[src/sv/vppt_pkg.sv]
`default_nettype none
package vppt_pkg;

  localparam int CORDIC_STEPS_DEF = 24;
  localparam int SQRT_STEPS = 32;
  localparam int CFG_AW = 3;

  localparam logic [1:0] CMD_FWD = 2'd0;
  localparam logic [1:0] CMD_BWD = 2'd1;
  localparam logic [1:0] CMD_ROT = 2'd2;

  localparam logic [0:0] REG_DIST = 1'b0;
  localparam logic [30:0] DIST_RST = 31'd6554;

  localparam logic [22:0] ATAN_TAB [32] = '{
    23'd2949120, 23'd1740967, 23'd919879, 23'd466945, 23'd234379, 23'd117304,
    23'd58666, 23'd29335, 23'd14668, 23'd7334, 23'd3667, 23'd1833, 23'd917,
    23'd458, 23'd229, 23'd115, 23'd57, 23'd29, 23'd14, 23'd7, 23'd4, 23'd2,
    23'd1, 23'd0, 23'd0, 23'd0, 23'd0, 23'd0, 23'd0, 23'd0, 23'd0, 23'd0
  };

  localparam logic signed [33:0] GAIN_Q30 = 34'sd652032874;
  localparam logic signed [26:0] AZ180 = 27'sd11796480;
  localparam logic signed [25:0] DEG180_S = 26'sd11796480;
  localparam logic signed [25:0] DEG90_S = 26'sd5898240;
  localparam logic [33:0] DEG360_U = 34'd23592960;
  localparam logic [35:0] WRAP_OFS = 36'd4329308160;
  localparam logic [36:0] RECIP360 = 37'd372828;
  localparam logic signed [39:0] S32_MAX = 40'sd2147483647;
  localparam logic signed [39:0] S32_MIN = -40'sd2147483648;

  typedef struct packed {
    logic signed [33:0] x;
    logic signed [33:0] y;
    logic signed [25:0] z;
  } rot_t;

  typedef struct packed {
    logic [33:0] u;
    logic [9:0]  q;
  } wrap_t;

  typedef struct packed {
    logic signed [25:0] z;
    logic               flip;
  } fold_t;

  typedef struct packed {
    logic signed [34:0] vx;
    logic signed [34:0] vy;
    logic signed [26:0] vz;
    logic               az_zero;
    rot_t               pr;
    logic               pflip;
    logic [63:0]        sq_v;
    logic [63:0]        sq_r;
    logic [1:0]         cmd;
    logic signed [31:0] pz;
    logic signed [31:0] yaw;
    logic [31:0]        pitch;
    logic [30:0]        vp_dist;
  } front_t;

  typedef struct packed {
    rot_t               tr;
    logic               tflip;
    logic signed [35:0] rd;
    logic signed [35:0] hd;
    logic [1:0]         cmd;
    logic [31:0]        pitch;
    logic               unreach;
  } back_t;

  function automatic rot_t cordic_rot(rot_t c, logic [4:0] i);
    rot_t n;
    n = c;
    if (c.z >= 0) begin
      n.x = c.x - (c.y >>> i);
      n.y = c.y + (c.x >>> i);
      n.z = c.z - $signed(26'(ATAN_TAB[i]));
    end else begin
      n.x = c.x + (c.y >>> i);
      n.y = c.y - (c.x >>> i);
      n.z = c.z + $signed(26'(ATAN_TAB[i]));
    end
    return n;
  endfunction

  // first half of the reduction into [-180, 180): quotient by 360 degrees
  function automatic wrap_t wrap_a(logic signed [32:0] a);
    logic [35:0] s;
    logic [36:0] p;
    wrap_t w;
    s = 36'(a) + WRAP_OFS;
    w.u = s[33:0];
    p = 37'(w.u[33:16]) * RECIP360;
    w.q = p[36:27];
    return w;
  endfunction

  function automatic fold_t wrap_b(wrap_t w);
    logic [33:0] m;
    logic [24:0] rem;
    logic signed [25:0] r;
    fold_t f;
    m = 34'(w.q) * DEG360_U;
    rem = 25'(w.u - m);
    r = $signed(26'(rem)) - DEG180_S;
    f.z = r;
    f.flip = 1'b0;
    if (r > DEG90_S) begin
      f.z = r - DEG180_S;
      f.flip = 1'b1;
    end else if (r < -DEG90_S) begin
      f.z = r + DEG180_S;
      f.flip = 1'b1;
    end
    return f;
  endfunction

  function automatic logic [31:0] sat32(logic signed [39:0] v);
    logic [31:0] o;
    o = v[31:0];
    if (v > S32_MAX) o = 32'h7fffffff;
    else if (v < S32_MIN) o = 32'h80000000;
    return o;
  endfunction

endpackage
`default_nettype wire

[src/sv/vppt_back_cell.sv]
`default_nettype none
module vppt_back_cell import vppt_pkg::*; #(
  parameter int STEP = 0
) (
  input  logic  clk,
  input  logic  rst_n,
  input  logic  en,
  input  logic  in_valid,
  input  back_t in_data,
  output logic  out_valid,
  output back_t out_data
);

  localparam logic [4:0] IDX = 5'(STEP);

  logic  valid_r;
  back_t data_r;
  back_t data_nxt;

  always_comb begin
    data_nxt = in_data;
    data_nxt.tr = cordic_rot(in_data.tr, IDX);
  end

  always_ff @(posedge clk) begin
    if (!rst_n) begin
      valid_r <= 1'b0;
    end else if (en) begin
      valid_r <= in_valid;
    end
  end

  always_ff @(posedge clk) begin
    if (en) begin
      data_r <= data_nxt;
    end
  end

  assign out_valid = valid_r;
  assign out_data = data_r;

endmodule
`default_nettype wire

[config.mk]
export PLATFORM = sky130hd
export DESIGN_NAME = vppt_back_cell
export DESIGN_NICKNAME = d
export VERILOG_FILES = /design/src/sv/vppt_pkg.sv /design/src/sv/vppt_back_cell.sv
export SDC_FILE = /design/constraint.sdc
export NUM_CORES = 1
export LEC_CHECK = 0
export BUFFER_PORTS_ARGS = -buffer_cell sky130_fd_sc_hd__buf_2
export CORE_UTILIZATION = 35
export CTS_CLUSTER_SIZE = 25
export DETAILED_ROUTE_END_ITERATION = 12
export PLACE_DENSITY = 0.67
export SYNTH_ARGS = -nofsm -noshare
export SYNTH_HDL_FRONTEND = slang
export SYNTH_SLANG_ARGS = --single-unit
[constraint.sdc]
create_clock -name clk -period 9.9 [get_ports clk]
set_input_delay 1.98 -clock clk [delete_from_list [all_inputs] [get_ports clk]]
set_output_delay 1.98 -clock clk [all_outputs]
set_load 0.05 [all_outputs]
==> flow_metrics.tcl, run 1 <==
set metrics [dict create \
    status "completed" \
    pwr-share-seq_pct 38.1 \
    wl_met1_mm 16.4 \
    tightest_slew_ns 0.993 \
    cts_setup_buffers 0 \
    grt_overflow 0 \
    ys_warn_count 0 \
    fin_setup_tns_ns 0 \
    place.gp.congestion 0.939 \
    io_buffers 408 \
    fillCellCount 3330 \
    vias_per_cell 5.28 \
    p_clk_share_pct 29.5 \
    cts_tree "done" \
    avgRoutedWirePerCell_um 20.9 \
    synth-main-ff-cell "edfxtp_1" \
    wl_mm 42.3 \
    cap_violations 0 \
    cts-root-buf "clkbuf_16" \
    crit_path_end_kind "flop" \
    synthCells 1155 \
    sw_frac_of_total_pct 37.3 \
    final_cell_mix "407 x buf_2, 201 x edfxtp_1, 137 x a21oi_1" \
    grt_max_degree 78 \
    leakage_nw 6.82 \
    post-place-ws_ns 3.56 \
    nNetsFinal 1867 \
    holdBufCountCts 0 \
    worstHoldStart "out_valid$_SDFFE_PN0P_" \
    clock.fmax_mhz 170 \
    vias 10700 \
    drt_iter0_drc 903 \
    worstSetupStartpointType "input pin" \
    wl_met2_mm 21.0 \
    fin_crit_ns 5.90 \
    ys_seq_area_share_pct 49.1 \
    core_area_mm2 0.0346 \
    grt_first_pass_wirelength_mm 61.1 \
    first_global_vias 10300 \
    cts_num_sinks 202 \
    combPwrFrac_pct 32.5 \
    cp.required_ns 10.16 \
    final_area_mm2 0.0155 \
    synth-seq-cells 202 \
    final_common_cell "buf_2" \
    cp_max_fo 37 \
    critPathKind "input pin to flop" \
    p_per_area_mw_per_mm2 186 \
    ir_worst_vdd_mv 0.141 \
    period_share_pct 59.6 \
    grt_use_total_pct 22.4 \
    slew_violations 0 \
    antenna_found_initial 3 \
    hp-class "flop to flop" \
    arrival_ns 6.16 \
    switchingPower_mw 1.08 \
    cts_buffers 24 \
    drive_gt1_share_pct 30.5 \
    initial_core_util_pct 35.6 \
    setup_viol 0 \
    synth_edf_count 201 \
    clock_skew_ns 0 \
    syn_nets 1473 \
    clk_latency_ns 0.50 \
    wl_met3_mm 3.15 \
    startpoint "in_data[124]" \
    setup_ws_ns 4.00 \
    drc 0 \
    syn_avg_cell_area_um2 10.7 \
    intPower_mw 1.81 \
    grt_setup_unrepaired "no" \
    synthesis.area_mm2 0.0123 \
    place_area_mm2 0.0148 \
    ys_types 75 \
    ctsLongestPathBuffers 3 \
    die_area_mm2 0.0360 \
    clk_pin_slew_worst_paths_ns 0.06 \
    hpwl_mm 33.6 \
    top_layer "met5" \
    antenna_left 0 \
    relSlewSlack_pct 33.5 \
    whs_ns 0.561 \
    async_flop_share_pct 0 \
    r2r-start "out_valid$_SDFFE_PN0P_" \
    rows 68 \
    cts_resized 0 \
    die_w_um 190 \
    finalHoldViolCount 0 \
    die_y_um 190 \
    ios 409 \
    firstDrtPassIters 6 \
    syn_to_final_growth_pct 26.0 \
    h-tree-depth 1 \
]
layer usage:
metal / vias to the layer above / GRT usage [%]
met1: 5151 / 26.5
li1: 4981 / -
met5: - / 0
met3: 79 / 3.97
met4: 2 / 10.4
met2: 459 / 39.4
final cells by class:
| type | instances | area, um2 | share of cell area, % |
|---|---|---|---|
| clock inverter | 11 | 92.6 | 0.596 |
| multi-input combinational | 796 | 5640 | 36.3 |
| tap | 455 | 569 | 3.67 |
| timing repair buffer | 412 | 2080 | 13.4 |
| antenna | 2 | 5.00 | 0.0322 |
| clock buffer | 32 | 662 | 4.26 |
| sequential | 202 | 6060 | 39.0 |
| inverter | 113 | 424 | 2.73 |
sequential cells by signal (all words and copies together) (netlist names):
signal / cells
out_data: 201
out_valid: 1
power by group through the flow:
stage	Sequential [mW]	Clock (mW)	Combinational, mW
after CTS	1.10	0.874	0.934
after global placement	1.11	0	0.925
after detailed placement	1.12	0	0.931
after floorplan	1.45	0	0.316
after global routing	1.10	0.899	0.986
final	1.10	0.849	0.935
final timing paths:
check,to,slack [ns],depth (start not counted)
setup / recovery,out_data[133]$_DFFE_PP_,4.00,15
setup reg to reg,out_valid$_SDFFE_PN0P_,9.27,2
hold reg to reg,out_valid$_SDFFE_PN0P_,0.56,2
hold / removal,out_valid$_SDFFE_PN0P_,0.56,2
cells in the mapped netlist (all sizes together) (6+ instances only):
cell    count  area, um2
a211oi     12        105
a21o       19        143
a21oi     140        719
a31oi       9       62.6
and3        6       37.5
buf        30        163
clkbuf     14       52.6
edfxtp    201       6040
ha        108       1350
inv       112        420
mux2i      16        160
nand2      57        214
nand2b      8       50.1
nand3      13       65.1
nand4      14       87.6
nor2       91        342
nor2b      13       81.3
nor3       18       90.1
nor4       10       62.6
o211ai      8       65.1
o21ai      67        347
o21bai     28        210
o31ai      11       82.6
xnor2      64        561
xor2        9       78.8
worst max-delay path, stage by stage:
cell and delay (ns):
buf_2 0.12, nor4_1 0.60, nand4_1 0.31, o21ai_4 0.84, buf_4 0.53, ha_1 0.32
a21o_1 0.15, a21oi_1 0.22, o21bai_1 0.09, a21oi_1 0.28, o21bai_1 0.09, a21oi_1 0.22
o21bai_1 0.09, a21oi_1 0.17, xnor2_1 0.09
logic make-up after synthesis:
group | share of synthesized area [%]
multiplexers | 1.30
AND/OR/NAND/NOR | 9.56
adder cells (fa/ha/maj) | 11.6
AO/OA/AOI/OAI | 18.0
XOR/XNOR | 5.19
flip-flops | 49.1
buffers and inverters | 5.19
stage by stage:
step | power [mW] | utilization [%] | cells
2_1_floorplan | 1.76 | - | 1155
3_5_place_dp | 2.05 | 42.7 | 1978
4_1_cts | 2.91 | 44.8 | 2021
5_1_grt | 2.99 | 44.8 | 2023
6_report | 2.88 | 44.8 | 2023
3_3_place_gp | 2.04 | 42.7 | 1978
Power figures use the tool's default switching activity.
==> run 2: changes to the inputs <==
--- a/config.mk
+++ b/config.mk
@@ -9,7 +9,7 @@
 export CORE_UTILIZATION = 35
 export CTS_CLUSTER_SIZE = 25
 export DETAILED_ROUTE_END_ITERATION = 12
-export PLACE_DENSITY = 0.67
+export PLACE_DENSITY = 0.69
 export SYNTH_ARGS = -nofsm -noshare
 export SYNTH_HDL_FRONTEND = slang
 export SYNTH_SLANG_ARGS = --single-unit
==> constraint.sdc (replaced) <==
create_clock -name clk -period 4.8 [get_ports clk]
set_input_delay 0.96 -clock clk [delete_from_list [all_inputs] [get_ports clk]]
set_output_delay 0.96 -clock clk [all_outputs]
set_load 0.05 [all_outputs]
==> run 2 against run 1 <==
Count of clock-buffer cells in the layout down 7. Worst hold slack worse by 0.044 ns. Worst setup slack worse by 2.9 ns. Core utilization down 0.19 points. Critical endpoint is now out_data[155]$_DFFE_PP_. Highest routed layer unchanged.
==> flow_metrics.tcl, run 2 (synthesized netlist as in run 1, its figures left out) <==
set metrics [dict create \
    die_area_mm2 0.0360 \
    ir_worst_vdd_mv 0.242 \
    place_area_mm2 0.0148 \
    tightest_slew_ns 0.872 \
    cp.required_ns 5.07 \
    antenna_left 0 \
    holdBufCountCts 0 \
    initial_core_util_pct 35.6 \
    final_common_cell "buf_2" \
    cap_violations 0 \
    status "completed" \
    multiInputGateArea_mm2 0.00564 \
    largest_reg_flops 201 \
    vias 10700 \
    relSlewSlack_pct 41.9 \
    final_cell_mix "407 x buf_2, 201 x edfxtp_1, 137 x a21oi_1" \
    cpPeakStageDelay_ns 0.62 \
    grt_first_pass_wirelength_mm 61.2 \
    place.gp.congestion 0.935 \
    grt_setup_unrepaired "no" \
    cts_tree "done" \
    period_share_pct 78.0 \
    cts_resized 0 \
    regArea_mm2 0.00606 \
    crit_path_end_kind "flop" \
    avgRoutedWirePerCell_um 21.1 \
    grt_max_degree 105 \
    drive_gt1_share_pct 30.7 \
    nNetsFinal 1874 \
    drt_iter0_drc 888 \
    ff2ff_path_depth 2 \
    leakage_nw 6.79 \
    fin_setup_tns_ns 0 \
    io_buffers 408 \
    first_global_vias 10200 \
    fillCellCount 3345 \
    ios 409 \
    die_w_um 190 \
    wl_mm 42.9 \
    clk_latency_ns 0.49 \
    firstDrtPassIters 5 \
    finalHoldViolCount 0 \
    p_per_area_mw_per_mm2 368 \
    hpwl_mm 34.4 \
    grt_use_total_pct 22.5 \
    antenna_found_initial 9 \
    syn_to_final_growth_pct 25.5 \
    drc 0 \
    arrival_ns 4.01 \
    cts-root-buf "clkbuf_16" \
    cp_slowest_cell "ha_1" \
    path_cells "buf_2 -> inv_1 -> ha_1 -> and4_1 -> o2111a_1 -> o21a_1 -> nor3_1 -> o21bai_1 -> a21oi_1 -> o311ai_0 -> o21ai_1 -> xnor2_1" \
    slew_violations 0 \
    clk_pin_slew_worst_paths_ns 0.07 \
    hp-class "flop to flop" \
    clock_skew_ns 0 \
    cts_num_sinks 202 \
    final_area_mm2 0.0155 \
    die_y_um 190 \
    hold_depth 2 \
    cts_setup_buffers 0 \
    cts_buffers 21 \
    grt_overflow 0 \
    rows 68 \
    critPathKind "input pin to flop" \
    setup_viol 0 \
    vias_per_cell 5.29 \
    fin_crit_ns 3.75 \
    h-tree-depth 1 \
    clock.fmax_mhz 267 \
    ctsLongestPathBuffers 3 \
    core_area_mm2 0.0346 \
    cp_max_fo 16 \
    worstSetupStartpointType "input pin" \
]
-- run 2: cell types whose count changed in the layout (fill, tap and decap cells not counted), sizes merged --
cell    change
buf        +10
clkbuf      -7
diode       +6
clkinv      +2
inv         -2
bufinv      -1
-- run 2: stage by stage --
stage	std cells	power, mW	worst slack, ns	hold WS [ns]	util [%]
floorplan	1155	3.64	0.697	0.743	-
finish	2031	5.69	1.05	0.517	44.7
detailed placement	1988	4.25	0.611	0.507	42.9
global placement	1988	4.24	0.660	0.509	42.9
CTS	2023	5.72	1.13	0.522	44.6
global route	2028	5.89	0.962	0.555	44.6
-- run 2: where the power goes --
| group | internal (mW) | total (mW) | switching, mW |
|---|---|---|---|
| combinational | 0.514 | 1.95 | 1.44 |
| clock | 0.804 | 1.47 | 0.664 |
| sequential | 2.19 | 2.27 | 0.0779 |
| total | 3.51 | 5.69 | 2.18 |
-- run 2: layer usage --
layer  track usage (%)  part of all wire (%)  wire [um]
met1              27.2                    38      16400
met2              39.7                    50      21500
met3              3.17                   7.5       3240
met4              10.0                   4.1       1760
met5                 0                 0.063         27
-- run 2: worst paths after layout --
kind | end | startpoint | slack, ns
min reg2reg | out_valid$_SDFFE_PN0P_ | out_valid$_SDFFE_PN0P_ | 0.52
max | out_data[155]$_DFFE_PP_ | in_data[142] | 1.05
max reg2reg | out_valid$_SDFFE_PN0P_ | out_valid$_SDFFE_PN0P_ | 4.21
min | out_valid$_SDFFE_PN0P_ | out_valid$_SDFFE_PN0P_ | 0.52
-- run 2: layout make-up --
cell class | count | area share [%]
flip-flops and latches | 202 | 39.2
clock inverters | 10 | 0.380
diodes | 8 | 0.129
repair buffers | 422 | 13.9
inverters | 113 | 2.74
clock buffers | 25 | 3.50
well taps | 455 | 3.68
multi-input cells | 796 | 36.5
-- run 2: critical path, delay by kind of cell --
kind            cells  cell delay (ns)
simple gates        2             0.52
buf+inv             2             0.15
compound gates      6             1.38
xor+xnor            1             0.36
fa+ha+maj           1             0.62
