File: config.mk
export PLATFORM = sky130hd
export DESIGN_NAME = vppt_front_cell
export DESIGN_NICKNAME = d
export VERILOG_FILES = /design/src/sv/vppt_pkg.sv /design/src/sv/vppt_front_cell.sv
export SDC_FILE = /design/constraint.sdc
export NUM_CORES = 1
export LEC_CHECK = 0
export BUFFER_PORTS_ARGS = -buffer_cell sky130_fd_sc_hd__clkbuf_2
export CAP_MARGIN = 20
export CORE_AREA = 2 2 357 359
export CTS_BUF_LIST = sky130_fd_sc_hd__clkbuf_8
export DETAILED_ROUTE_END_ITERATION = 10
export DIE_AREA = 0 0 359 361
export PLACE_DENSITY = 0.45
export SLEW_MARGIN = 20
export SYNTH_ARGS = -nofsm -noshare
export SYNTH_HDL_FRONTEND = slang
export SYNTH_SLANG_ARGS = --single-unit
export TNS_END_PERCENT = 30
File: constraint.sdc
create_clock -name clk -period 7.4 [get_ports clk]
set_clock_uncertainty 0.05 [all_clocks]
set_input_delay 0.37 -clock clk [delete_from_list [all_inputs] [get_ports clk]]
set_output_delay 0.37 -clock clk [all_outputs]
set_load 0.005 [all_outputs]
File: src/sv/vppt_pkg.sv
`default_nettype none
package vppt_pkg;

  localparam int CORDIC_STEPS_DEF = 24;
  localparam int SQRT_STEPS = 32;
  localparam int CFG_AW = 3;

  localparam logic [1:0] CMD_FWD = 2'd0;
  localparam logic [1:0] CMD_BWD = 2'd1;
  localparam logic [1:0] CMD_ROT = 2'd2;

  localparam logic [0:0] REG_DIST = 1'b0;
  localparam logic [30:0] DIST_RST = 31'd6554;

  localparam logic [22:0] ATAN_TAB [32] = '{
    23'd2949120, 23'd1740967, 23'd919879, 23'd466945, 23'd234379, 23'd117304,
    23'd58666, 23'd29335, 23'd14668, 23'd7334, 23'd3667, 23'd1833, 23'd917,
    23'd458, 23'd229, 23'd115, 23'd57, 23'd29, 23'd14, 23'd7, 23'd4, 23'd2,
    23'd1, 23'd0, 23'd0, 23'd0, 23'd0, 23'd0, 23'd0, 23'd0, 23'd0, 23'd0
  };

  localparam logic signed [33:0] GAIN_Q30 = 34'sd652032874;
  localparam logic signed [26:0] AZ180 = 27'sd11796480;
  localparam logic signed [25:0] DEG180_S = 26'sd11796480;
  localparam logic signed [25:0] DEG90_S = 26'sd5898240;
  localparam logic [33:0] DEG360_U = 34'd23592960;
  localparam logic [35:0] WRAP_OFS = 36'd4329308160;
  localparam logic [36:0] RECIP360 = 37'd372828;
  localparam logic signed [39:0] S32_MAX = 40'sd2147483647;
  localparam logic signed [39:0] S32_MIN = -40'sd2147483648;

  typedef struct packed {
    logic signed [33:0] x;
    logic signed [33:0] y;
    logic signed [25:0] z;
  } rot_t;

  typedef struct packed {
    logic [33:0] u;
    logic [9:0]  q;
  } wrap_t;

  typedef struct packed {
    logic signed [25:0] z;
    logic               flip;
  } fold_t;

  typedef struct packed {
    logic signed [34:0] vx;
    logic signed [34:0] vy;
    logic signed [26:0] vz;
    logic               az_zero;
    rot_t               pr;
    logic               pflip;
    logic [63:0]        sq_v;
    logic [63:0]        sq_r;
    logic [1:0]         cmd;
    logic signed [31:0] pz;
    logic signed [31:0] yaw;
    logic [31:0]        pitch;
    logic [30:0]        vp_dist;
  } front_t;

  typedef struct packed {
    rot_t               tr;
    logic               tflip;
    logic signed [35:0] rd;
    logic signed [35:0] hd;
    logic [1:0]         cmd;
    logic [31:0]        pitch;
    logic               unreach;
  } back_t;

  function automatic rot_t cordic_rot(rot_t c, logic [4:0] i);
    rot_t n;
    n = c;
    if (c.z >= 0) begin
      n.x = c.x - (c.y >>> i);
      n.y = c.y + (c.x >>> i);
      n.z = c.z - $signed(26'(ATAN_TAB[i]));
    end else begin
      n.x = c.x + (c.y >>> i);
      n.y = c.y - (c.x >>> i);
      n.z = c.z + $signed(26'(ATAN_TAB[i]));
    end
    return n;
  endfunction

  // first half of the reduction into [-180, 180): quotient by 360 degrees
  function automatic wrap_t wrap_a(logic signed [32:0] a);
    logic [35:0] s;
    logic [36:0] p;
    wrap_t w;
    s = 36'(a) + WRAP_OFS;
    w.u = s[33:0];
    p = 37'(w.u[33:16]) * RECIP360;
    w.q = p[36:27];
    return w;
  endfunction

  function automatic fold_t wrap_b(wrap_t w);
    logic [33:0] m;
    logic [24:0] rem;
    logic signed [25:0] r;
    fold_t f;
    m = 34'(w.q) * DEG360_U;
    rem = 25'(w.u - m);
    r = $signed(26'(rem)) - DEG180_S;
    f.z = r;
    f.flip = 1'b0;
    if (r > DEG90_S) begin
      f.z = r - DEG180_S;
      f.flip = 1'b1;
    end else if (r < -DEG90_S) begin
      f.z = r + DEG180_S;
      f.flip = 1'b1;
    end
    return f;
  endfunction

  function automatic logic [31:0] sat32(logic signed [39:0] v);
    logic [31:0] o;
    o = v[31:0];
    if (v > S32_MAX) o = 32'h7fffffff;
    else if (v < S32_MIN) o = 32'h80000000;
    return o;
  endfunction

endpackage
`default_nettype wire

File: src/sv/vppt_front_cell.sv
`default_nettype none
module vppt_front_cell import vppt_pkg::*; #(
  parameter int STEP = 0,
  parameter int CORDIC_STEPS = CORDIC_STEPS_DEF
) (
  input  logic   clk,
  input  logic   rst_n,
  input  logic   en,
  input  logic   in_valid,
  input  front_t in_data,
  output logic   out_valid,
  output front_t out_data
);

  localparam logic [63:0] SQ_BIT = 64'(1) << (62 - 2 * STEP);
  localparam logic [4:0] IDX = 5'(STEP);

  logic   valid_r;
  front_t data_r;
  front_t data_nxt;
  logic [63:0] sq_sum;

  always_comb begin
    data_nxt = in_data;
    if (STEP < CORDIC_STEPS) begin
      if (in_data.vy > 0) begin
        data_nxt.vx = in_data.vx + (in_data.vy >>> IDX);
        data_nxt.vy = in_data.vy - (in_data.vx >>> IDX);
        data_nxt.vz = in_data.vz + $signed(27'(ATAN_TAB[IDX]));
      end else begin
        data_nxt.vx = in_data.vx - (in_data.vy >>> IDX);
        data_nxt.vy = in_data.vy + (in_data.vx >>> IDX);
        data_nxt.vz = in_data.vz - $signed(27'(ATAN_TAB[IDX]));
      end
      data_nxt.pr = cordic_rot(in_data.pr, IDX);
    end
    sq_sum = in_data.sq_r + SQ_BIT;
    if (in_data.sq_v >= sq_sum) begin
      data_nxt.sq_v = in_data.sq_v - sq_sum;
      data_nxt.sq_r = (in_data.sq_r >> 1) + SQ_BIT;
    end else begin
      data_nxt.sq_r = in_data.sq_r >> 1;
    end
  end

  always_ff @(posedge clk) begin
    if (!rst_n) begin
      valid_r <= 1'b0;
    end else if (en) begin
      valid_r <= in_valid;
    end
  end

  always_ff @(posedge clk) begin
    if (en) begin
      data_r <= data_nxt;
    end
  end

  assign out_valid = valid_r;
  assign out_data = data_r;

endmodule
`default_nettype wire

==> impl_metrics.xml, run 1 <==
<?xml version="1.0" encoding="UTF-8"?>
<metrics>
  <group name="place">
    <metric name="dp_hpwl" unit="um">104000</metric>
    <metric name="final_weighted_congestion_of_routability_driven_global_placement" unit="">0.893</metric>
    <metric name="port-buffer-count" unit="">904</metric>
  </group>
  <group name="worst_setup_path">
    <metric name="rrSetupSlack" unit="ns">6.20</metric>
    <metric name="critPathKind" unit="">input pin to register</metric>
    <metric name="worstPathArrival" unit="ns">4.91</metric>
    <metric name="rr_endpoint" unit="">out_valid</metric>
    <metric name="regToRegStartpoint" unit="">out_valid</metric>
    <metric name="crit_slowest_cell" unit="">sky130_fd_sc_hd__buf_4</metric>
    <metric name="worst_path_cell_trace" unit="">dlygate4sd3_1 &gt; clkbuf_2 &gt; inv_1 &gt; ha_1 &gt; nor4b_1 &gt; nand4_1 &gt; o21ai_4 &gt; buf_4 &gt; inv_2 &gt; buf_4 &gt; ha_1 &gt; a21oi_1 &gt; o21bai_1 &gt; a21oi_1 &gt; o21bai_1 &gt; a21oi_1 &gt; inv_1 &gt; a21oi_1 &gt; o21bai_1 &gt; xor2_1</metric>
    <metric name="critical_path_peak_fanout" unit="">72</metric>
    <metric name="startpoint_type_of_the_worst_setup_path" unit="">input pin</metric>
    <metric name="critPathRequiredTime" unit="ns">7.86</metric>
    <metric name="critical_path.endpoint_type" unit="">register</metric>
    <metric name="critical_path.most_common_cell" unit="">sky130_fd_sc_hd__a21oi_1</metric>
    <metric name="cp_top_family" unit="">buffers and inverters</metric>
    <metric name="reg2reg_depth" unit="">3</metric>
    <metric name="combined_buffer_and_inverter_count_along_the_critical_path" unit="">7</metric>
    <metric name="critPathMaxStageDelay" unit="ns">0.63</metric>
  </group>
  <group name="layout">
    <metric name="post_layout_nets" unit="">5061</metric>
    <metric name="area.growth.synth_to_final" unit="%">36.9</metric>
    <metric name="fillerInstances" unit="">13107</metric>
    <metric name="layout-drive-gt1-share" unit="%">24.6</metric>
    <metric name="post-route-util" unit="%">33.2</metric>
  </group>
  <group name="synth">
    <metric name="synth_area_leader_cell" unit="">sky130_fd_sc_hd__edfxtp_1</metric>
    <metric name="syn_area_per_cell" unit="sq um">9.79</metric>
    <metric name="synth_edf_count" unit="">448</metric>
    <metric name="ys_seq_elements" unit="">449</metric>
    <metric name="synth_warnings" unit="">0</metric>
    <metric name="syn_nets" unit="">3856</metric>
    <metric name="netlist_area" unit="sq um">30400</metric>
    <metric name="synth-main-ff-cell" unit="">sky130_fd_sc_hd__edfxtp_1</metric>
    <metric name="yosys-top-cells-area" unit="">sky130_fd_sc_hd__edfxtp_1, sky130_fd_sc_hd__ha_1, sky130_fd_sc_hd__a21oi_1</metric>
    <metric name="netlist.area_leader.share" unit="%">44.2</metric>
    <metric name="synth_async_sr_flop_share" unit="%">0</metric>
    <metric name="postSynthCellCount" unit="">3110</metric>
    <metric name="synth-seq-area-share" unit="%">44.3</metric>
    <metric name="most_common_library_cells_after_synthesis" unit="">sky130_fd_sc_hd__edfxtp_1, sky130_fd_sc_hd__a21oi_1, sky130_fd_sc_hd__inv_1, sky130_fd_sc_hd__nor2_1, sky130_fd_sc_hd__ha_1</metric>
    <metric name="netlist_cell_types" unit="">88</metric>
    <metric name="post-synth-top-count-cell" unit="">sky130_fd_sc_hd__edfxtp_1</metric>
  </group>
  <group name="clock_network">
    <metric name="cts_inserted_buffers" unit="">90</metric>
    <metric name="hold_buffers" unit="">322</metric>
    <metric name="cts_tree" unit="">done</metric>
    <metric name="cts.reportedPaths.clkPinSlew" unit="ns">0.05</metric>
    <metric name="clock_sinks" unit="">449</metric>
    <metric name="cts_max_path_buffers" unit="">3</metric>
    <metric name="clk_latency" unit="ns">0.79</metric>
    <metric name="cts-htree-levels" unit="">3</metric>
    <metric name="cts.repair.resized" unit="">0</metric>
    <metric name="ctsRootBufferMaster" unit="">sky130_fd_sc_hd__clkbuf_8</metric>
    <metric name="postCtsSetupBuffers" unit="">0</metric>
  </group>
  <group name="die">
    <metric name="horiz_die_dim" unit="um">359</metric>
    <metric name="ios" unit="">905</metric>
    <metric name="fp.coreArea" unit="sq um">125000</metric>
    <metric name="initial_core_utilization" unit="%">24.3</metric>
    <metric name="die-area" unit="sq um">130000</metric>
    <metric name="die-height" unit="um">361</metric>
    <metric name="num_rows" unit="">130</metric>
  </group>
  <group name="detailed_routing">
    <metric name="drt_drc_violations_left" unit="">0</metric>
    <metric name="initialDrtViolationCount" unit="">2131</metric>
    <metric name="postRouteAntennaNets" unit="">0</metric>
    <metric name="route.detailed.wl_per_inst" unit="um">21.6</metric>
    <metric name="drt_pass1_iterations" unit="">6</metric>
    <metric name="via_count" unit="">28676</metric>
    <metric name="routed_via_density" unit="">4.74</metric>
    <metric name="routed_wl" unit="um">131000</metric>
  </group>
  <group name="sta">
    <metric name="max_clock_freq" unit="MHz">225</metric>
    <metric name="timing.setup.tns" unit="ns">0</metric>
    <metric name="setup_violations" unit="">0</metric>
    <metric name="timing.slew.headroom" unit="%">21.4</metric>
    <metric name="whs" unit="ns">0.113</metric>
    <metric name="setup_repair_after_global_routing_missed_its_margin" unit="">false</metric>
    <metric name="final_max_slew_viols" unit="">0</metric>
    <metric name="fin_crit" unit="ns">4.45</metric>
    <metric name="post-route-period-util" unit="%">60.1</metric>
    <metric name="max_slew.worst_pin.slew" unit="ns">1.18</metric>
    <metric name="report.final.hold_viol_count" unit="">0</metric>
  </group>
  <group name="power_and_ir_drop">
    <metric name="power.leakage" unit="uW">0.0185</metric>
    <metric name="power-per-cell-area" unit="nW/um^2">201</metric>
    <metric name="worst_ir_drop_vdd" unit="uV">140</metric>
  </group>
  <group name="global_route">
    <metric name="grt_remaining_overflow" unit="">0</metric>
    <metric name="via_count_of_the_first_global_routing_pass" unit="">28834</metric>
    <metric name="grt_antenna_before_repair" unit="">14</metric>
    <metric name="grt_pass1_wl" unit="um">191000</metric>
    <metric name="grt_max_degree" unit="">164</metric>
    <metric name="grt_usage" unit="%">19.4</metric>
  </group>
  <group name="worst_hold_path">
    <metric name="min-delay-start" unit="">in_data[319]</metric>
    <metric name="holdCritPathClass" unit="">input pin to register</metric>
    <metric name="hold-path-endpoint" unit="">out_data[285]</metric>
    <metric name="worstHoldPathCells" unit="">3</metric>
  </group>
  <group name="flow_run">
    <metric name="maxCapViolations" unit="">0</metric>
  </group>
  <group name="run_status">
    <metric name="outcome" unit="">complete, no violations</metric>
  </group>
</metrics>
-- area by class of cell --
cell class | count | area [sq um] | area share [%]
Clock inverter | 79 | 558 | 1.34
Timing Repair Buffer | 1236 | 7870 | 18.9
Multi-Input combinational cell | 2222 | 15300 | 36.6
Sequential cell | 449 | 13500 | 32.3
Tap cell | 1650 | 2060 | 4.95
Clock buffer | 90 | 1240 | 2.97
Inverter | 316 | 1190 | 2.85
Antenna cell | 13 | 32.5 | 0.0781
-- where the power goes --
group / total (uW) / switching (uW) / leakage [uW] / internal [uW]
combinational: 2440 / 1460 / 0.0131 / 979
sequential: 3320 / 121 / 0.00439 / 3200
clock: 2630 / 1260 / 0.00100 / 1370
-- layer usage --
layer | up-vias | track usage [%] | share of wire, %
li1 | 13610 | - | -
met1 | 13820 | 25.1 | 44
met2 | 1071 | 32.6 | 48
met3 | 163 | 4.50 | 6.3
met4 | 12 | 4.79 | 2.2
met5 | - | 0 | 0.064
-- worst max path at each step --
stage,from,to,depth (start not counted)
floorplan,in_data[383],out_data[378],18
global placement,in_data[406],out_data[379],18
detailed placement,in_data[405],out_data[379],19
CTS,in_data[283],out_data[283],20
global route,in_data[283],out_data[283],20
finish,in_data[283],out_data[283],20
-- flip-flops by register name, indices dropped and copies added (netlist names) --
name       flops
out_data     448
out_valid      1
-- cell usage in the layout (no fill, tap or decap), types with 25 or more instances in the layout --
cell type / count
sky130_fd_sc_hd__a21oi_1: 404
sky130_fd_sc_hd__nand2b_1: 32
sky130_fd_sc_hd__nand2_1: 154
sky130_fd_sc_hd__xnor2_1: 154
sky130_fd_sc_hd__mux2i_1: 29
sky130_fd_sc_hd__xor2_1: 55
sky130_fd_sc_hd__nor2b_1: 25
sky130_fd_sc_hd__ha_1: 283
sky130_fd_sc_hd__nand4_1: 42
sky130_fd_sc_hd__nand3_1: 31
sky130_fd_sc_hd__clkinv_1: 31
sky130_fd_sc_hd__o21ai_0: 169
sky130_fd_sc_hd__clkbuf_2: 903
sky130_fd_sc_hd__inv_1: 326
sky130_fd_sc_hd__nor4_1: 26
sky130_fd_sc_hd__o21a_1: 25
sky130_fd_sc_hd__nor2_1: 284
sky130_fd_sc_hd__nor3_1: 60
sky130_fd_sc_hd__edfxtp_1: 448
sky130_fd_sc_hd__a21o_1: 70
sky130_fd_sc_hd__o211ai_1: 28
sky130_fd_sc_hd__clkbuf_8: 90
sky130_fd_sc_hd__o21bai_1: 86
sky130_fd_sc_hd__dlygate4sd3_1: 322
-- per-stage QoR --
stage / worst slack (ns) / power, uW / instance area (sq um) / std cells
after global placement: 2.87 / 5650 / 36600 / 5551
after CTS: 3.10 / 8520 / 41600 / 6042
after floorplan: 3.43 / 4560 / 30400 / 3110
after global routing: 2.60 / 8850 / 41700 / 6053
after detailed placement: 2.84 / 5640 / 36600 / 5551
final: 2.95 / 8390 / 41700 / 6055
-- cells by family after synthesis --
kind of cell | count (synthesis) | synth area share, %
adder cells (fa/ha/maj) | 292 | 12.2
buffers and inverters | 439 | 5.71
AO/OA/AOI/OAI | 957 | 19.3
flip-flops | 449 | 44.3
AND/OR/NAND/NOR | 722 | 11.0
multiplexers | 42 | 1.43
XOR/XNOR | 209 | 6.01
-- worst reg2reg max path, delay by kind of cell, from the launching register on --
| kind | cells | cell delay (ns) |
|---|---|---|
| AND/OR/NAND/NOR | 1 | 0.06 |
| multiplexers | 1 | 0.12 |
| buffers and inverters | 1 | 0.55 |
| flip-flops | 1 | 0.31 |
Note: power is estimated with default switching activity, not from simulation.
==> inputs of run 2 (changes only) <==
--- a/config.mk
+++ b/config.mk
@@ -7,11 +7,11 @@
 export LEC_CHECK = 0
 export BUFFER_PORTS_ARGS = -buffer_cell sky130_fd_sc_hd__clkbuf_2
 export CAP_MARGIN = 20
-export CORE_AREA = 2 2 357 359
+export CORE_AREA = 2 2 352 354
 export CTS_BUF_LIST = sky130_fd_sc_hd__clkbuf_8
 export DETAILED_ROUTE_END_ITERATION = 10
-export DIE_AREA = 0 0 359 361
-export PLACE_DENSITY = 0.45
+export DIE_AREA = 0 0 354 356
+export PLACE_DENSITY = 0.46
 export SLEW_MARGIN = 20
 export SYNTH_ARGS = -nofsm -noshare
 export SYNTH_HDL_FRONTEND = slang
==> constraint.sdc (replaced) <==
create_clock -name clk -period 4.6 [get_ports clk]
set_clock_uncertainty 0.05 [all_clocks]
set_input_delay 0.23 -clock clk [delete_from_list [all_inputs] [get_ports clk]]
set_output_delay 0.23 -clock clk [all_outputs]
set_load 0.005 [all_outputs]
==> impl_metrics.xml, run 2 (synthesis gave the netlist of run 1 again) <==
<?xml version="1.0" encoding="UTF-8"?>
<metrics>
  <group name="worst_setup_path">
    <metric name="critPathKind" unit="">input pin to register</metric>
    <metric name="worst_path_cell_trace" unit="">dlygate4sd3_1 &gt; clkbuf_2 &gt; inv_1 &gt; ha_1 &gt; nand4_1 &gt; nor4_2 &gt; o21ai_1 &gt; nand3_2 &gt; nor2_1 &gt; o31a_1 &gt; a21oi_1 &gt; nor3_1 &gt; o21bai_4 &gt; buf_12 &gt; a21oi_1 &gt; dlygate4sd3_1</metric>
    <metric name="critical_path.endpoint_type" unit="">register</metric>
    <metric name="critPathRequiredTime" unit="ns">5.07</metric>
    <metric name="crit_slowest_cell" unit="">sky130_fd_sc_hd__nor4_2</metric>
    <metric name="startpoint_type_of_the_worst_setup_path" unit="">input pin</metric>
    <metric name="critPathMaxStageDelay" unit="ns">0.60</metric>
    <metric name="reg2reg_depth" unit="">3</metric>
    <metric name="cp_top_family" unit="">buffers and inverters</metric>
    <metric name="critical_path_peak_fanout" unit="">86</metric>
    <metric name="rr_endpoint" unit="">out_valid</metric>
    <metric name="combined_buffer_and_inverter_count_along_the_critical_path" unit="">5</metric>
    <metric name="worstPathArrival" unit="ns">4.69</metric>
    <metric name="regToRegStartpoint" unit="">out_valid</metric>
    <metric name="rrSetupSlack" unit="ns">3.39</metric>
  </group>
  <group name="global_route">
    <metric name="grt_usage" unit="%">20.3</metric>
    <metric name="via_count_of_the_first_global_routing_pass" unit="">28632</metric>
    <metric name="grt_antenna_before_repair" unit="">18</metric>
    <metric name="grt_pass1_wl" unit="um">191000</metric>
    <metric name="grt_max_degree" unit="">101</metric>
    <metric name="grt_remaining_overflow" unit="">0</metric>
  </group>
  <group name="layout">
    <metric name="layout_common_cells" unit="">sky130_fd_sc_hd__clkbuf_2, sky130_fd_sc_hd__edfxtp_1, sky130_fd_sc_hd__a21oi_1</metric>
    <metric name="finish.cell_count_without_fillers" unit="">6073</metric>
    <metric name="layout-drive-gt1-share" unit="%">24.8</metric>
    <metric name="most_common_cell_after_layout_fill_and_taps_aside" unit="">sky130_fd_sc_hd__clkbuf_2</metric>
    <metric name="fillerInstances" unit="">12785</metric>
    <metric name="area.growth.synth_to_final" unit="%">37.8</metric>
    <metric name="largest_reg_flops" unit="">448</metric>
    <metric name="post_layout_nets" unit="">5117</metric>
    <metric name="final_area" unit="sq um">41900</metric>
  </group>
  <group name="place">
    <metric name="final_weighted_congestion_of_routability_driven_global_placement" unit="">0.913</metric>
    <metric name="place_inst" unit="">5565</metric>
    <metric name="port-buffer-count" unit="">904</metric>
    <metric name="dp_hpwl" unit="um">107000</metric>
    <metric name="placed_area" unit="sq um">36800</metric>
  </group>
  <group name="sta">
    <metric name="max_clock_freq" unit="MHz">237</metric>
    <metric name="final_max_slew_viols" unit="">0</metric>
    <metric name="setup_repair_after_global_routing_missed_its_margin" unit="">false</metric>
    <metric name="fin_crit" unit="ns">4.22</metric>
    <metric name="timing.setup.tns" unit="ns">0</metric>
    <metric name="max_slew.worst_pin.slew" unit="ns">0.977</metric>
    <metric name="setup_violations" unit="">0</metric>
    <metric name="post-route-period-util" unit="%">91.7</metric>
    <metric name="timing.slew.headroom" unit="%">34.9</metric>
    <metric name="report.final.hold_viol_count" unit="">0</metric>
  </group>
  <group name="clock_network">
    <metric name="cts.reportedPaths.clkPinSlew" unit="ns">0.06</metric>
    <metric name="cts_tree" unit="">done</metric>
    <metric name="cts-htree-levels" unit="">3</metric>
    <metric name="ctsRootBufferMaster" unit="">sky130_fd_sc_hd__clkbuf_8</metric>
    <metric name="cts_max_path_buffers" unit="">3</metric>
    <metric name="clock_sinks" unit="">449</metric>
    <metric name="cts_inserted_buffers" unit="">86</metric>
    <metric name="clk_latency" unit="ns">0.78</metric>
  </group>
  <group name="detailed_routing">
    <metric name="postRouteAntennaNets" unit="">0</metric>
    <metric name="drt_drc_violations_left" unit="">0</metric>
    <metric name="routed_wl" unit="um">133000</metric>
    <metric name="via_count" unit="">28843</metric>
    <metric name="initialDrtViolationCount" unit="">2406</metric>
    <metric name="route.detailed.wl_per_inst" unit="um">21.9</metric>
    <metric name="routed_via_density" unit="">4.75</metric>
    <metric name="drt_pass1_iterations" unit="">6</metric>
  </group>
  <group name="worst_hold_path">
    <metric name="worstHoldPathCells" unit="">4</metric>
    <metric name="hold-path-endpoint" unit="">out_data[194]</metric>
    <metric name="min-delay-start" unit="">in_data[129]</metric>
    <metric name="holdCritPathClass" unit="">input pin to register</metric>
  </group>
  <group name="die">
    <metric name="num_rows" unit="">129</metric>
    <metric name="horiz_die_dim" unit="um">354</metric>
    <metric name="ios" unit="">905</metric>
    <metric name="initial_core_utilization" unit="%">24.8</metric>
    <metric name="fp.coreArea" unit="sq um">123000</metric>
    <metric name="die-area" unit="sq um">126000</metric>
    <metric name="die-height" unit="um">356</metric>
  </group>
  <group name="run_status">
    <metric name="outcome" unit="">complete, no violations</metric>
  </group>
  <group name="power_and_ir_drop">
    <metric name="power-per-cell-area" unit="nW/um^2">314</metric>
    <metric name="worst_ir_drop_vdd" unit="uV">187</metric>
    <metric name="power.leakage" unit="uW">0.0186</metric>
  </group>
  <group name="flow_run">
    <metric name="maxCapViolations" unit="">0</metric>
  </group>
</metrics>
## run 2: area by class of cell
| cell class | count | area [sq um] | area share [%] |
|---|---|---|---|
| Multi-Input combinational cell | 2222 | 15300 | 36.4 |
| Sequential cell | 449 | 13500 | 32.1 |
| Timing Repair Buffer | 1296 | 8420 | 20.1 |
| Tap cell | 1637 | 2050 | 4.88 |
| Inverter | 316 | 1190 | 2.83 |
| Clock buffer | 86 | 1180 | 2.82 |
| Clock inverter | 56 | 349 | 0.832 |
| Antenna cell | 11 | 27.5 | 0.0656 |
## run 2: where the power goes
group          leakage, uW  internal, uW  switching [uW]
clock             0.000856          1870            1940
combinational       0.0134          1630            2350
sequential         0.00439          5150             213
total               0.0186          8650            4510
## run 2: worst reg2reg max path, cell delays in order, from the launching register on
cell and delay [ns]:
sky130_fd_sc_hd__dfxtp_1 0.31, sky130_fd_sc_hd__mux2i_1 0.13, sky130_fd_sc_hd__nor2b_1 0.06, sky130_fd_sc_hd__dlygate4sd3_1 0.55
## run 2: per-stage QoR
stage | power [uW] | setup slack [ns] | hold WS, ns | util [%]
floorplan | 7330 | 0.767 | 0.279 | -
global placement | 9150 | 0.549 | 0.357 | 30.0
detailed placement | 9120 | 0.517 | 0.359 | 30.0
CTS | 13400 | 0.363 | 0.00318 | 34.2
global route | 13900 | 0.111 | 0.0475 | 34.2
finish | 13200 | 0.382 | 0.116 | 34.2
## run 2: worst max path at each step
stage | slack (ns) | depth (start not counted) | start | end
CTS | 0.36 | 18 | in_data[381] | out_data[379]
finish | 0.38 | 16 | in_data[146] | out_data[193]
global route | 0.11 | 21 | in_data[381] | out_data[379]
floorplan | 0.77 | 18 | in_data[383] | out_data[378]
detailed placement | 0.52 | 14 | in_data[145] | out_data[196]
global placement | 0.55 | 16 | in_data[397] | out_data[379]
## run 2: what timing repair did
item	in CTS	in global routing
endpoints found under the setup margin	0	1
setup buffers	0	0
hold buffers	355	0
endpoints found under the hold margin	386	0
gates resized for setup	0	1
## run 2: metal layers
metal | share of wire [%] | track usage [%] | up-vias
li1 | - | - | 13702
met5 | 0.050 | 0 | -
met3 | 6.9 | 4.09 | 166
met1 | 44 | 26.8 | 13822
met2 | 47 | 33.5 | 1143
met4 | 2.5 | 6.30 | 10
